[src/sv/pbla_pkg.sv]
package pbla_pkg;

  localparam int POINT_LIMIT_DEF = 256;
  localparam int COORD_BITS_DEF  = 24;

  localparam int LEN_W   = 25;
  localparam int ANGLE_W = 16;
  localparam int IDX_W   = 8;

  localparam logic [LEN_W-1:0]   LEN_MAX   = 25'h1FF_FFFF;
  localparam logic [ANGLE_W-1:0] ANGLE_MAX = 16'd46080;

  localparam int CORDIC_STEPS = 20;
  localparam int NORM_BITS    = 39;
  localparam int CX_W         = 42;
  localparam int Z_W          = 25;
  localparam int ATAN_W       = 22;

  localparam logic signed [Z_W-1:0] Z_QUARTER = 25'sd5898240;
  localparam logic signed [Z_W-1:0] Z_HALF    = 25'sd11796480;

  typedef struct packed {
    logic       load;
    logic       commit_start;
    logic       mul_en;
    logic [2:0] mul_step;
    logic       unit_start;
    logic       emit;
  } pbla_cmd_t;

  typedef struct packed {
    logic start_path;
    logic full;
    logic units_done;
  } pbla_status_t;

  function automatic logic [ATAN_W-1:0] atan_lut(input logic [4:0] i);
    logic [ATAN_W-1:0] v;
    case (i)
      5'd0:  v = 22'd2949120;
      5'd1:  v = 22'd1740967;
      5'd2:  v = 22'd919879;
      5'd3:  v = 22'd466945;
      5'd4:  v = 22'd234379;
      5'd5:  v = 22'd117304;
      5'd6:  v = 22'd58666;
      5'd7:  v = 22'd29335;
      5'd8:  v = 22'd14668;
      5'd9:  v = 22'd7334;
      5'd10: v = 22'd3667;
      5'd11: v = 22'd1833;
      5'd12: v = 22'd917;
      5'd13: v = 22'd458;
      5'd14: v = 22'd229;
      5'd15: v = 22'd115;
      5'd16: v = 22'd57;
      5'd17: v = 22'd29;
      5'd18: v = 22'd14;
      5'd19: v = 22'd7;
      default: v = '0;
    endcase
    return v;
  endfunction

endpackage

[src/sv/pbla_sqrt.sv]
module pbla_sqrt import pbla_pkg::*; #(
  parameter int RW = COORD_BITS_DEF + 1
) (
  input  logic            clk,
  input  logic            rst_n,
  input  logic            start,
  input  logic [2*RW-1:0] radicand,
  output logic            busy,
  output logic [RW:0]     root
);

  localparam int CNT_W = $clog2(RW + 1);

  logic [2*RW-1:0]  rad_r, rad_nxt;
  logic [RW+1:0]    rem_r, rem_nxt;
  logic [RW-1:0]    root_r, root_nxt;
  logic [CNT_W-1:0] cnt_r, cnt_nxt;
  logic             busy_r, busy_nxt;
  logic [RW+3:0]    rem_sh, trial, diff;

  always_comb begin
    rem_sh   = {rem_r, rad_r[2*RW-1 -: 2]};
    trial    = {2'b00, root_r, 2'b01};
    diff     = rem_sh - trial;
    rad_nxt  = rad_r;
    rem_nxt  = rem_r;
    root_nxt = root_r;
    cnt_nxt  = cnt_r;
    busy_nxt = busy_r;
    if (start) begin
      rad_nxt  = radicand;
      rem_nxt  = '0;
      root_nxt = '0;
      cnt_nxt  = CNT_W'(RW);
      busy_nxt = 1'b1;
    end else if (busy_r) begin
      rad_nxt = {rad_r[2*RW-3:0], 2'b00};
      if (rem_sh >= trial) begin
        rem_nxt  = diff[RW+1:0];
        root_nxt = {root_r[RW-2:0], 1'b1};
      end else begin
        rem_nxt  = rem_sh[RW+1:0];
        root_nxt = {root_r[RW-2:0], 1'b0};
      end
      cnt_nxt = cnt_r - 1'b1;
      if (cnt_r == CNT_W'(1)) begin
        busy_nxt = 1'b0;
      end
    end
  end

  always_ff @(posedge clk) begin
    if (!rst_n) begin
      busy_r <= 1'b0;
      cnt_r  <= '0;
    end else begin
      busy_r <= busy_nxt;
      cnt_r  <= cnt_nxt;
    end
    rad_r  <= rad_nxt;
    rem_r  <= rem_nxt;
    root_r <= root_nxt;
  end

  assign busy = busy_r;
  assign root = {1'b0, root_r} + ((rem_r > {2'b00, root_r}) ? (RW+1)'(1) : (RW+1)'(0));

endmodule

[src/sv/pbla_cordic.sv]
module pbla_cordic import pbla_pkg::*; #(
  parameter int DW = 2 * COORD_BITS_DEF + 3
) (
  input  logic                 clk,
  input  logic                 rst_n,
  input  logic                 start,
  input  logic signed [DW-1:0] dot,
  input  logic signed [DW-1:0] crs,
  output logic                 busy,
  output logic [ANGLE_W-1:0]   angle
);

  localparam int NW = (DW > NORM_BITS) ? DW : NORM_BITS;

  localparam logic [1:0] P_IDLE = 2'd0;
  localparam logic [1:0] P_NORM = 2'd1;
  localparam logic [1:0] P_ROT  = 2'd2;
  localparam logic [1:0] P_FIN  = 2'd3;

  logic [1:0]                phase_r, phase_nxt;
  logic [NW-1:0]             a_r, a_nxt, b_r, b_nxt, orv;
  logic                      neg_r, neg_nxt;
  logic signed [CX_W-1:0]    x_r, x_nxt, y_r, y_nxt, negy;
  logic signed [Z_W-1:0]     z_r, z_nxt, zc, theta, atan_s;
  logic [4:0]                i_r, i_nxt;
  logic [ANGLE_W-1:0]        angle_r, angle_nxt;
  logic [DW-1:0]             dot_mag, crs_mag;
  logic [Z_W:0]              rnd;
  logic [Z_W-8:0]            sh;

  always_comb begin
    dot_mag   = dot[DW-1] ? DW'(-dot) : DW'(dot);
    crs_mag   = crs[DW-1] ? DW'(-crs) : DW'(crs);
    orv       = a_r | b_r;
    negy      = -y_r;
    atan_s    = signed'({3'b000, atan_lut(i_r)});
    zc        = (z_r < 0) ? '0 : ((z_r > Z_QUARTER) ? Z_QUARTER : z_r);
    theta     = neg_r ? (Z_HALF - zc) : zc;
    rnd       = {1'b0, theta} + (Z_W+1)'(128);
    sh        = rnd[Z_W:8];
    phase_nxt = phase_r;
    a_nxt     = a_r;
    b_nxt     = b_r;
    neg_nxt   = neg_r;
    x_nxt     = x_r;
    y_nxt     = y_r;
    z_nxt     = z_r;
    i_nxt     = i_r;
    angle_nxt = angle_r;
    case (phase_r)
      P_IDLE: begin
        if (start) begin
          a_nxt     = NW'(dot_mag);
          b_nxt     = NW'(crs_mag);
          neg_nxt   = dot[DW-1];
          phase_nxt = P_NORM;
        end
      end
      P_NORM: begin
        if (orv == '0 || orv[NW-1]) begin
          x_nxt     = signed'({3'b000, a_r[NW-1 -: NORM_BITS]});
          y_nxt     = signed'({3'b000, b_r[NW-1 -: NORM_BITS]});
          z_nxt     = '0;
          i_nxt     = '0;
          phase_nxt = P_ROT;
        end else if (orv[NW-1 -: 8] == '0) begin
          a_nxt = {a_r[NW-9:0], 8'h00};
          b_nxt = {b_r[NW-9:0], 8'h00};
        end else begin
          a_nxt = {a_r[NW-2:0], 1'b0};
          b_nxt = {b_r[NW-2:0], 1'b0};
        end
      end
      P_ROT: begin
        if (y_r > 0) begin
          x_nxt = x_r + (y_r >>> i_r);
          y_nxt = y_r - (x_r >>> i_r);
          z_nxt = z_r + atan_s;
        end else if (y_r < 0) begin
          x_nxt = x_r + (negy >>> i_r);
          y_nxt = y_r + (x_r >>> i_r);
          z_nxt = z_r - atan_s;
        end
        i_nxt = i_r + 1'b1;
        if (i_r == 5'(CORDIC_STEPS - 1)) begin
          phase_nxt = P_FIN;
        end
      end
      P_FIN: begin
        angle_nxt = (sh > (Z_W-7)'(ANGLE_MAX)) ? ANGLE_MAX : sh[ANGLE_W-1:0];
        phase_nxt = P_IDLE;
      end
      default: phase_nxt = P_IDLE;
    endcase
  end

  always_ff @(posedge clk) begin
    if (!rst_n) begin
      phase_r <= P_IDLE;
    end else begin
      phase_r <= phase_nxt;
    end
    a_r     <= a_nxt;
    b_r     <= b_nxt;
    neg_r   <= neg_nxt;
    x_r     <= x_nxt;
    y_r     <= y_nxt;
    z_r     <= z_nxt;
    i_r     <= i_nxt;
    angle_r <= angle_nxt;
  end

  assign busy  = (phase_r != P_IDLE);
  assign angle = angle_r;

endmodule

[src/sv/pbla_dp.sv]
module pbla_dp import pbla_pkg::*; #(
  parameter int POINT_LIMIT = POINT_LIMIT_DEF,
  parameter int COORD_BITS  = COORD_BITS_DEF
) (
  input  logic                         clk,
  input  logic                         rst_n,
  input  pbla_cmd_t                    cmd,
  output pbla_status_t                 status,
  input  logic signed [COORD_BITS-1:0] point_x,
  input  logic signed [COORD_BITS-1:0] point_y,
  input  logic                         first_point,
  output logic [LEN_W-1:0]             segment_length,
  output logic [ANGLE_W-1:0]           bend_angle,
  output logic [IDX_W-1:0]             segment_index,
  output logic                         degenerate
);

  localparam int CW   = COORD_BITS;
  localparam int DXW  = CW + 1;
  localparam int PW   = 2 * DXW;
  localparam int DW   = PW + 1;
  localparam int CNTW = $clog2(POINT_LIMIT);

  logic signed [CW-1:0]  x_r, y_r, prev_x_r, prev_y_r;
  logic signed [DXW-1:0] dx_r, dy_r, prev_dx_r, prev_dy_r, ma, mb;
  logic                  first_r, have_point_r, prev_zero_r;
  logic [CNTW-1:0]       seg_cnt_r;
  logic signed [PW-1:0]  prod_r, prod_nxt;
  logic [PW-1:0]         sq_r;
  logic signed [DW-1:0]  dot_r, crs_r, prod_ext;
  logic                  sqrt_busy, cordic_busy, zero_now;
  logic [DXW:0]          root;
  logic [ANGLE_W-1:0]    cordic_angle;
  logic [CNTW+IDX_W-1:0] idx_ext;
  logic [LEN_W-1:0]      len_out_r;
  logic [ANGLE_W-1:0]    angle_out_r;
  logic [IDX_W-1:0]      idx_out_r;
  logic                  degen_out_r;

  always_comb begin
    case (cmd.mul_step)
      3'd0:    begin ma = dx_r; mb = dx_r;      end
      3'd1:    begin ma = dy_r; mb = dy_r;      end
      3'd2:    begin ma = dx_r; mb = prev_dx_r; end
      3'd3:    begin ma = dy_r; mb = prev_dy_r; end
      3'd4:    begin ma = dx_r; mb = prev_dy_r; end
      3'd5:    begin ma = dy_r; mb = prev_dx_r; end
      default: begin ma = '0;   mb = '0;        end
    endcase
    prod_nxt = ma * mb;
    prod_ext = DW'(prod_r);
  end

  assign zero_now = (dx_r == '0) && (dy_r == '0);
  assign idx_ext  = (CNTW+IDX_W)'(seg_cnt_r);

  always_ff @(posedge clk) begin
    if (cmd.load) begin
      x_r     <= point_x;
      y_r     <= point_y;
      first_r <= first_point;
      dx_r    <= DXW'(point_x) - DXW'(prev_x_r);
      dy_r    <= DXW'(point_y) - DXW'(prev_y_r);
    end
    if (cmd.mul_en) begin
      prod_r <= prod_nxt;
      case (cmd.mul_step)
        3'd1:    sq_r  <= PW'(prod_r);
        3'd2:    sq_r  <= sq_r + PW'(prod_r);
        3'd3:    dot_r <= prod_ext;
        3'd4:    dot_r <= dot_r + prod_ext;
        3'd5:    crs_r <= prod_ext;
        3'd6:    crs_r <= crs_r - prod_ext;
        default: ;
      endcase
    end
    if (cmd.emit) begin
      len_out_r   <= (root > (DXW+1)'(LEN_MAX)) ? LEN_MAX : LEN_W'(root);
      angle_out_r <= (seg_cnt_r == '0 || zero_now || prev_zero_r) ? '0 : cordic_angle;
      idx_out_r   <= idx_ext[IDX_W-1:0];
      degen_out_r <= zero_now || (seg_cnt_r != '0 && prev_zero_r);
    end
  end

  always_ff @(posedge clk) begin
    if (!rst_n) begin
      prev_x_r     <= '0;
      prev_y_r     <= '0;
      prev_dx_r    <= '0;
      prev_dy_r    <= '0;
      prev_zero_r  <= 1'b1;
      seg_cnt_r    <= '0;
      have_point_r <= 1'b0;
    end else if (cmd.commit_start) begin
      prev_x_r     <= x_r;
      prev_y_r     <= y_r;
      prev_dx_r    <= '0;
      prev_dy_r    <= '0;
      prev_zero_r  <= 1'b1;
      seg_cnt_r    <= '0;
      have_point_r <= 1'b1;
    end else if (cmd.emit) begin
      prev_x_r    <= x_r;
      prev_y_r    <= y_r;
      prev_dx_r   <= dx_r;
      prev_dy_r   <= dy_r;
      prev_zero_r <= zero_now;
      seg_cnt_r   <= seg_cnt_r + 1'b1;
    end
  end

  pbla_sqrt #(.RW(DXW)) u_sqrt (
    .clk      (clk),
    .rst_n    (rst_n),
    .start    (cmd.unit_start),
    .radicand (sq_r),
    .busy     (sqrt_busy),
    .root     (root)
  );

  pbla_cordic #(.DW(DW)) u_cordic (
    .clk   (clk),
    .rst_n (rst_n),
    .start (cmd.unit_start),
    .dot   (dot_r),
    .crs   (crs_r),
    .busy  (cordic_busy),
    .angle (cordic_angle)
  );

  assign status.start_path = first_r || !have_point_r;
  assign status.full       = (seg_cnt_r >= CNTW'(POINT_LIMIT - 1));
  assign status.units_done = !sqrt_busy && !cordic_busy;

  assign segment_length = len_out_r;
  assign bend_angle     = angle_out_r;
  assign segment_index  = idx_out_r;
  assign degenerate     = degen_out_r;

endmodule

[src/sv/pbla_ctrl.sv]
module pbla_ctrl import pbla_pkg::*; (
  input  logic         clk,
  input  logic         rst_n,
  input  logic         in_valid,
  output logic         in_ready,
  output logic         out_valid,
  input  logic         out_ready,
  input  pbla_status_t status,
  output pbla_cmd_t    cmd
);

  localparam logic [2:0] S_IDLE  = 3'd0;
  localparam logic [2:0] S_CHECK = 3'd1;
  localparam logic [2:0] S_MUL   = 3'd2;
  localparam logic [2:0] S_RUN   = 3'd3;
  localparam logic [2:0] S_EMIT  = 3'd4;

  logic [2:0] state_r, state_nxt;
  logic [2:0] mstep_r, mstep_nxt;
  logic       out_valid_r, out_valid_nxt;

  always_comb begin
    state_nxt    = state_r;
    mstep_nxt    = mstep_r;
    cmd          = '0;
    cmd.mul_step = mstep_r;
    in_ready     = 1'b0;
    case (state_r)
      S_IDLE: begin
        in_ready = 1'b1;
        if (in_valid) begin
          cmd.load  = 1'b1;
          state_nxt = S_CHECK;
        end
      end
      S_CHECK: begin
        mstep_nxt = '0;
        if (status.start_path) begin
          cmd.commit_start = 1'b1;
          state_nxt        = S_IDLE;
        end else if (status.full) begin
          state_nxt = S_IDLE;
        end else begin
          state_nxt = S_MUL;
        end
      end
      S_MUL: begin
        cmd.mul_en = 1'b1;
        mstep_nxt  = mstep_r + 1'b1;
        if (mstep_r == 3'd7) begin
          cmd.unit_start = 1'b1;
          state_nxt      = S_RUN;
        end
      end
      S_RUN: begin
        if (status.units_done) begin
          state_nxt = S_EMIT;
        end
      end
      S_EMIT: begin
        if (!out_valid_r || out_ready) begin
          cmd.emit  = 1'b1;
          state_nxt = S_IDLE;
        end
      end
      default: state_nxt = S_IDLE;
    endcase
    out_valid_nxt = cmd.emit ? 1'b1 : (out_ready ? 1'b0 : out_valid_r);
  end

  always_ff @(posedge clk) begin
    if (!rst_n) begin
      state_r     <= S_IDLE;
      mstep_r     <= '0;
      out_valid_r <= 1'b0;
    end else begin
      state_r     <= state_nxt;
      mstep_r     <= mstep_nxt;
      out_valid_r <= out_valid_nxt;
    end
  end

  assign out_valid = out_valid_r;

endmodule

[src/sv/polyline_length_and_bend_angle_unit.sv]
// polyline segment length and bend angle
// input words carry one point (in_point_x, in_point_y, signed, 8 fraction
// bits) and in_first_point; a point that opens a path gives no result, each
// later point gives one result word: segment length (25 bits, 8 fraction
// bits, saturating), bend angle to the previous segment (degrees, 8 fraction
// bits), segment index, degenerate flag (this or previous segment zero)
// both channels are valid/ready
// one point is taken at a time; a segment's result is set by the six
// products on the shared multiplier followed by the longer of the
// bit-serial square root and the normalize plus 20-step cordic unit
// points beyond POINT_LIMIT in one path are dropped
// a finished result waits in the output register while the next point is
// accepted; if the receiver stalls, the next result holds until it is taken
// synchronous reset closes the open path and empties the output register
module polyline_length_and_bend_angle_unit import pbla_pkg::*; #(
  parameter int POINT_LIMIT = POINT_LIMIT_DEF,
  parameter int COORD_BITS  = COORD_BITS_DEF
) (
  input  logic                         clk,
  input  logic                         rst_n,
  input  logic                         in_valid,
  output logic                         in_ready,
  input  logic signed [COORD_BITS-1:0] in_point_x,
  input  logic signed [COORD_BITS-1:0] in_point_y,
  input  logic                         in_first_point,
  output logic                         out_valid,
  input  logic                         out_ready,
  output logic [LEN_W-1:0]             out_segment_length,
  output logic [ANGLE_W-1:0]           out_bend_angle,
  output logic [IDX_W-1:0]             out_segment_index,
  output logic                         out_degenerate
);

  pbla_cmd_t    cmd;
  pbla_status_t status;

  pbla_ctrl u_ctrl (
    .clk       (clk),
    .rst_n     (rst_n),
    .in_valid  (in_valid),
    .in_ready  (in_ready),
    .out_valid (out_valid),
    .out_ready (out_ready),
    .status    (status),
    .cmd       (cmd)
  );

  pbla_dp #(
    .POINT_LIMIT (POINT_LIMIT),
    .COORD_BITS  (COORD_BITS)
  ) u_dp (
    .clk            (clk),
    .rst_n          (rst_n),
    .cmd            (cmd),
    .status         (status),
    .point_x        (in_point_x),
    .point_y        (in_point_y),
    .first_point    (in_first_point),
    .segment_length (out_segment_length),
    .bend_angle     (out_bend_angle),
    .segment_index  (out_segment_index),
    .degenerate     (out_degenerate)
  );

  a_one_at_a_time: assert property (@(posedge clk) disable iff (!rst_n)
    in_valid && in_ready |=> !in_ready)
    else $error("point accepted while previous still in work");

  a_angle_range: assert property (@(posedge clk) disable iff (!rst_n)
    out_valid |-> out_bend_angle <= ANGLE_MAX)
    else $error("bend angle out of range");

  a_degen_no_angle: assert property (@(posedge clk) disable iff (!rst_n)
    out_valid && out_degenerate |-> out_bend_angle == '0)
    else $error("degenerate segment with nonzero angle");

  a_first_no_angle: assert property (@(posedge clk) disable iff (!rst_n)
    out_valid && out_segment_index == '0 |-> out_bend_angle == '0)
    else $error("first segment with nonzero angle");

endmodule

[config.mk]
export PLATFORM = sky130hd
export DESIGN_NAME = polyline_length_and_bend_angle_unit
export DESIGN_NICKNAME = d
export VERILOG_FILES = /design/src/sv/pbla_pkg.sv /design/src/sv/pbla_sqrt.sv /design/src/sv/pbla_cordic.sv /design/src/sv/pbla_dp.sv /design/src/sv/pbla_ctrl.sv /design/src/sv/polyline_length_and_bend_angle_unit.sv
export SDC_FILE = /design/constraint.sdc
export NUM_CORES = 2
export LEC_CHECK = 0
export BUFFER_PORTS_ARGS = -buffer_cell sky130_fd_sc_hd__buf_2
export CAP_MARGIN = 40
export CORE_AREA = 2 2 344 414
export CTS_CLUSTER_DIAMETER = 60
export DETAILED_ROUTE_END_ITERATION = 7
export DIE_AREA = 0 0 346 416
export PLACE_DENSITY = 0.87
export SLEW_MARGIN = 15
export SYNTH_ARGS = -nofsm -noshare
export SYNTH_HDL_FRONTEND = slang
export SYNTH_SLANG_ARGS = --single-unit
[constraint.sdc]
create_clock -name clk -period 8.6 [get_ports clk]
set_input_delay 2.58 -clock clk [delete_from_list [all_inputs] [get_ports clk]]
set_output_delay 2.58 -clock clk [all_outputs]
set_load 0.05 [all_outputs]
==> run_results.csv <==
group,metric,value,unit
outcome,status,"finished with violations",
outcome,violations,"design-rule violations",
grt,grt_pass1_wl,400,mm
setup_path,cp-end-kind,"flip-flop",
cells_and_area,mostFrequentLayoutCells,"nand2_1, inv_1, nor2_1, fa_1, edfxtp_1",
clock_network,cts-hold-fix-buffers,0,
setup_path,worst_ep_required_time,9.12,ns
grt,grt_overflow_total,0,
placed_design,dp_slack,-0.558,ns
die,die_x,346,microns
placed_design,hpwl,205,mm
timing,fin_skew,0.0977,ns
logic_synthesis,syn_area,83500,sq um
clock_network,cts_tree,"built",
setup_path,cp_common_cell,"fa_1",
grt,grt_pass1_vias,73881,
cells_and_area,final_common_cell,"nand2_1",
timing,fmax,0.118,GHz
grt,grt_max_degree,109,
timing,drv_slew,0,
setup_path,critPathMaxStageDelay,0.59,ns
timing,final-setup-viol-count,0,
logic_synthesis,syn_nets,10644,
logic_synthesis,synth_edf_count,634,
die,ios,105,
logic_synthesis,synthTopCellsByArea,"edfxtp_1, fa_1, ha_1, nand2_1, dfxtp_1",
detailed_routing,first_iter_violations,6984,
cells_and_area,seqCellArea,23000,sq um
clock_network,clk_pin_slew,0.07,ns
flow_run,maxCapViolCount,0,
die,start_util,0.596,
setup_path,crit_fanout,9,
logic_synthesis,ys_seq_area_frac,0.275,
cells_and_area,drive_gt1_frac,0.123,
detailed_routing,vias,73166,
hold_path,hold_class,"flip-flop to flip-flop",
detailed_routing,wire_per_inst,22.3,microns
logic_synthesis,ys_types,94,
clock_network,clock_latency,0.78,ns
logic_synthesis,yosys.area.top_type,"edfxtp_1",
logic_synthesis,async_flop_share,0,
timing,post-route-period-util,0.990,
grt,grt_usage,0.352,
clock_network,cts-buffers-inserted,92,
timing,setup_slack,0.0899,ns
timing,slew_headroom,0.349,
placed_design,dp.cells,11460,
setup_path,arrival,9.03,ns
setup_path,criticalPathCategory,"flip-flop to flip-flop",
placed_design,globalplace.congestion,1.07,
detailed_routing,drt_first_pass_iters,8,
clock_network,h-tree-depth,3,
detailed_routing,post_drt_via_cell_ratio,6.26,
detailed_routing,ant_nets,0,
grt,antenna_found_initial,7,
timing,grt_setup_unrepaired,"yes",
die,die-area,144000,sq um
logic_synthesis,yosysWarnings,0,
placed_design,io_buffer_count,104,
cells_and_area,nets,10988,
die,coreArea,140000,sq um
logic_synthesis,ys_ff_latch,831,
cells_and_area,nFillCells,10494,
logic_synthesis,synth_top_area_frac,0.228,
logic_synthesis,avgSynthCellArea,8.86,sq um
logic_synthesis,syn-instance-count,9423,
die,std_cell_rows,151,
detailed_routing,drc,24,
timing,worstMarginPinSlew,0.952,ns
timing,hold_viol,0,
cells_and_area,fin_cells,11680,
cells_and_area,area_delta_synth_final,12.2,%
die,chipHeight,416,microns
clock_network,cts-root-buf,"clkbuf_16",
setup_path,worstSetupStartpointType,"flip-flop",
timing,period_minus_slack,8.51,ns
clock_network,clock_sinks,831,
timing,hold_ws,0.460,ns
cells_and_area,multi_input_area,55800,sq um
cells_and_area,utilization,0.668,
detailed_routing,drt_wl_total,261,mm
clock_network,clock_path_buffers,3,
logic_synthesis,yosys_most_used_dff,"edfxtp_1",
setup_path,cp_slowest_cell,"fa_1",
-- synthesized netlist by cell type, drive strengths merged (26+ instances only) --
library cell and count:
nand2 1454, inv 989, nor2 844, fa 666
edfxtp 634, a21oi 589, ha 502, o21ai 459
clkbuf 369, xnor2 369, dfxtp 197, a21o 195
xor2 194, mux2i 138, nor3 120, nand3 118
mux2 117, a31oi 112, nand2b 86, and2 77
a21boi 70, mux4 70, nor2b 67, o31ai 67
nor4 66, buf 65, and3 64, o21a 62
a211oi 59, or3 59, o21bai 47, nand4 44
o211ai 31, or2 27, or4 27, o41ai 26
-- routing by layer --
layer | vias up | GRT usage | wire length, microns | part of all wire
met2 | 3765 | 0.618 | 128000 | 0.49
met5 | - | 0 | 68 | 0.00026
met4 | 10 | 0.278 | 24700 | 0.095
met1 | 35128 | 0.377 | 87700 | 0.34
li1 | 32991 | - | - | -
met3 | 1272 | 0.0581 | 20000 | 0.077
-- cells by family (layout without fill, tap and decap cells) --
| kind of cell | after synthesis | count (layout) | share of synthesized area |
|---|---|---|---|
| xor+xnor | 563 | 563 | 0.0590 |
| mux | 325 | 325 | 0.0512 |
| simple gates | 3123 | 3125 | 0.164 |
| flops | 831 | 831 | 0.275 |
| buf+inv | 1428 | 1846 | 0.0648 |
| fa+ha+maj | 1169 | 1169 | 0.235 |
| other cells | 0 | 1 | 0 |
| compound gates | 1984 | 1984 | 0.150 |
-- what timing repair did --
action / CTS / global route
buffers inserted: 2 / 28
setup endpoints to repair: 12 / 15
gates resized for setup: 20 / 135
gates cloned: 0 / 6
pin swaps: 4 / 91
hold endpoints to repair: 0 / 0
-- stage by stage --
stage,setup TNS [ns],cell area [sq um]
3_3_place_gp,-1.71,89300
2_1_floorplan,0,83500
3_5_place_dp,-3.47,89500
6_report,0,93700
4_1_cts,-0.00814,92700
5_1_grt,-0.966,93700
-- layout make-up --
class                      count  share of cell area
sequential                   831               0.246
clock buffer                 113              0.0261
inverter                     994              0.0399
antenna                        1           0.0000267
multi-input combinational   7166               0.595
tap                         1836              0.0245
timing repair buffer         682              0.0615
clock inverter                57             0.00711
-- flip-flops by register name, summed over array words and instances (netlist names), 22 cells and up --
name and cells:
u_dp.crs_r 51, u_dp.dot_r 51, u_dp.u_cordic.a_r 51, u_dp.u_cordic.b_r 51
u_dp.prod_r 50, u_dp.sq_r 50, u_dp.u_sqrt.rad_r 50, u_dp.u_cordic.x_r 42
u_dp.u_cordic.y_r 42, u_dp.u_sqrt.rem_r 27, u_dp.dx_r 25, u_dp.dy_r 25
u_dp.prev_dx_r 25, u_dp.prev_dy_r 25, u_dp.segment_length 25, u_dp.u_cordic.z_r 25
u_dp.u_sqrt.root_r 25, u_dp.prev_x_r 24, u_dp.prev_y_r 24, u_dp.x_r 24
u_dp.y_r 24, u_dp.u_cordic.atan_s 22
-- worst paths after layout --
path                      startpoint            endpoint  slack (ns)  cells past startpoint
setup / recovery   u_ctrl.mstep_r[1]     u_dp.prod_r[49]        0.09                     34
hold reg to reg   u_dp.prev_dx_r[17]  u_dp.prev_dx_r[17]        0.46                      2
hold / removal    u_dp.prev_dx_r[17]  u_dp.prev_dx_r[17]        0.46                      2
setup reg to reg   u_ctrl.mstep_r[1]     u_dp.prod_r[49]        0.09                     34
-- worst max-delay path: cells and delay by family (launching register included) --
family / cells / cell delay [ns]
AO/OA/AOI/OAI: 10 / 2.19
XOR/XNOR: 1 / 0.08
adder cells (fa/ha/maj): 9 / 4.05
buffers and inverters: 10 / 1.03
flip-flops: 1 / 0.39
AND/OR/NAND/NOR: 4 / 0.53
Power is left out: the tool's default activity adds up to more than one toggle a clock period on the data nets, which glitch-free logic cannot reach.
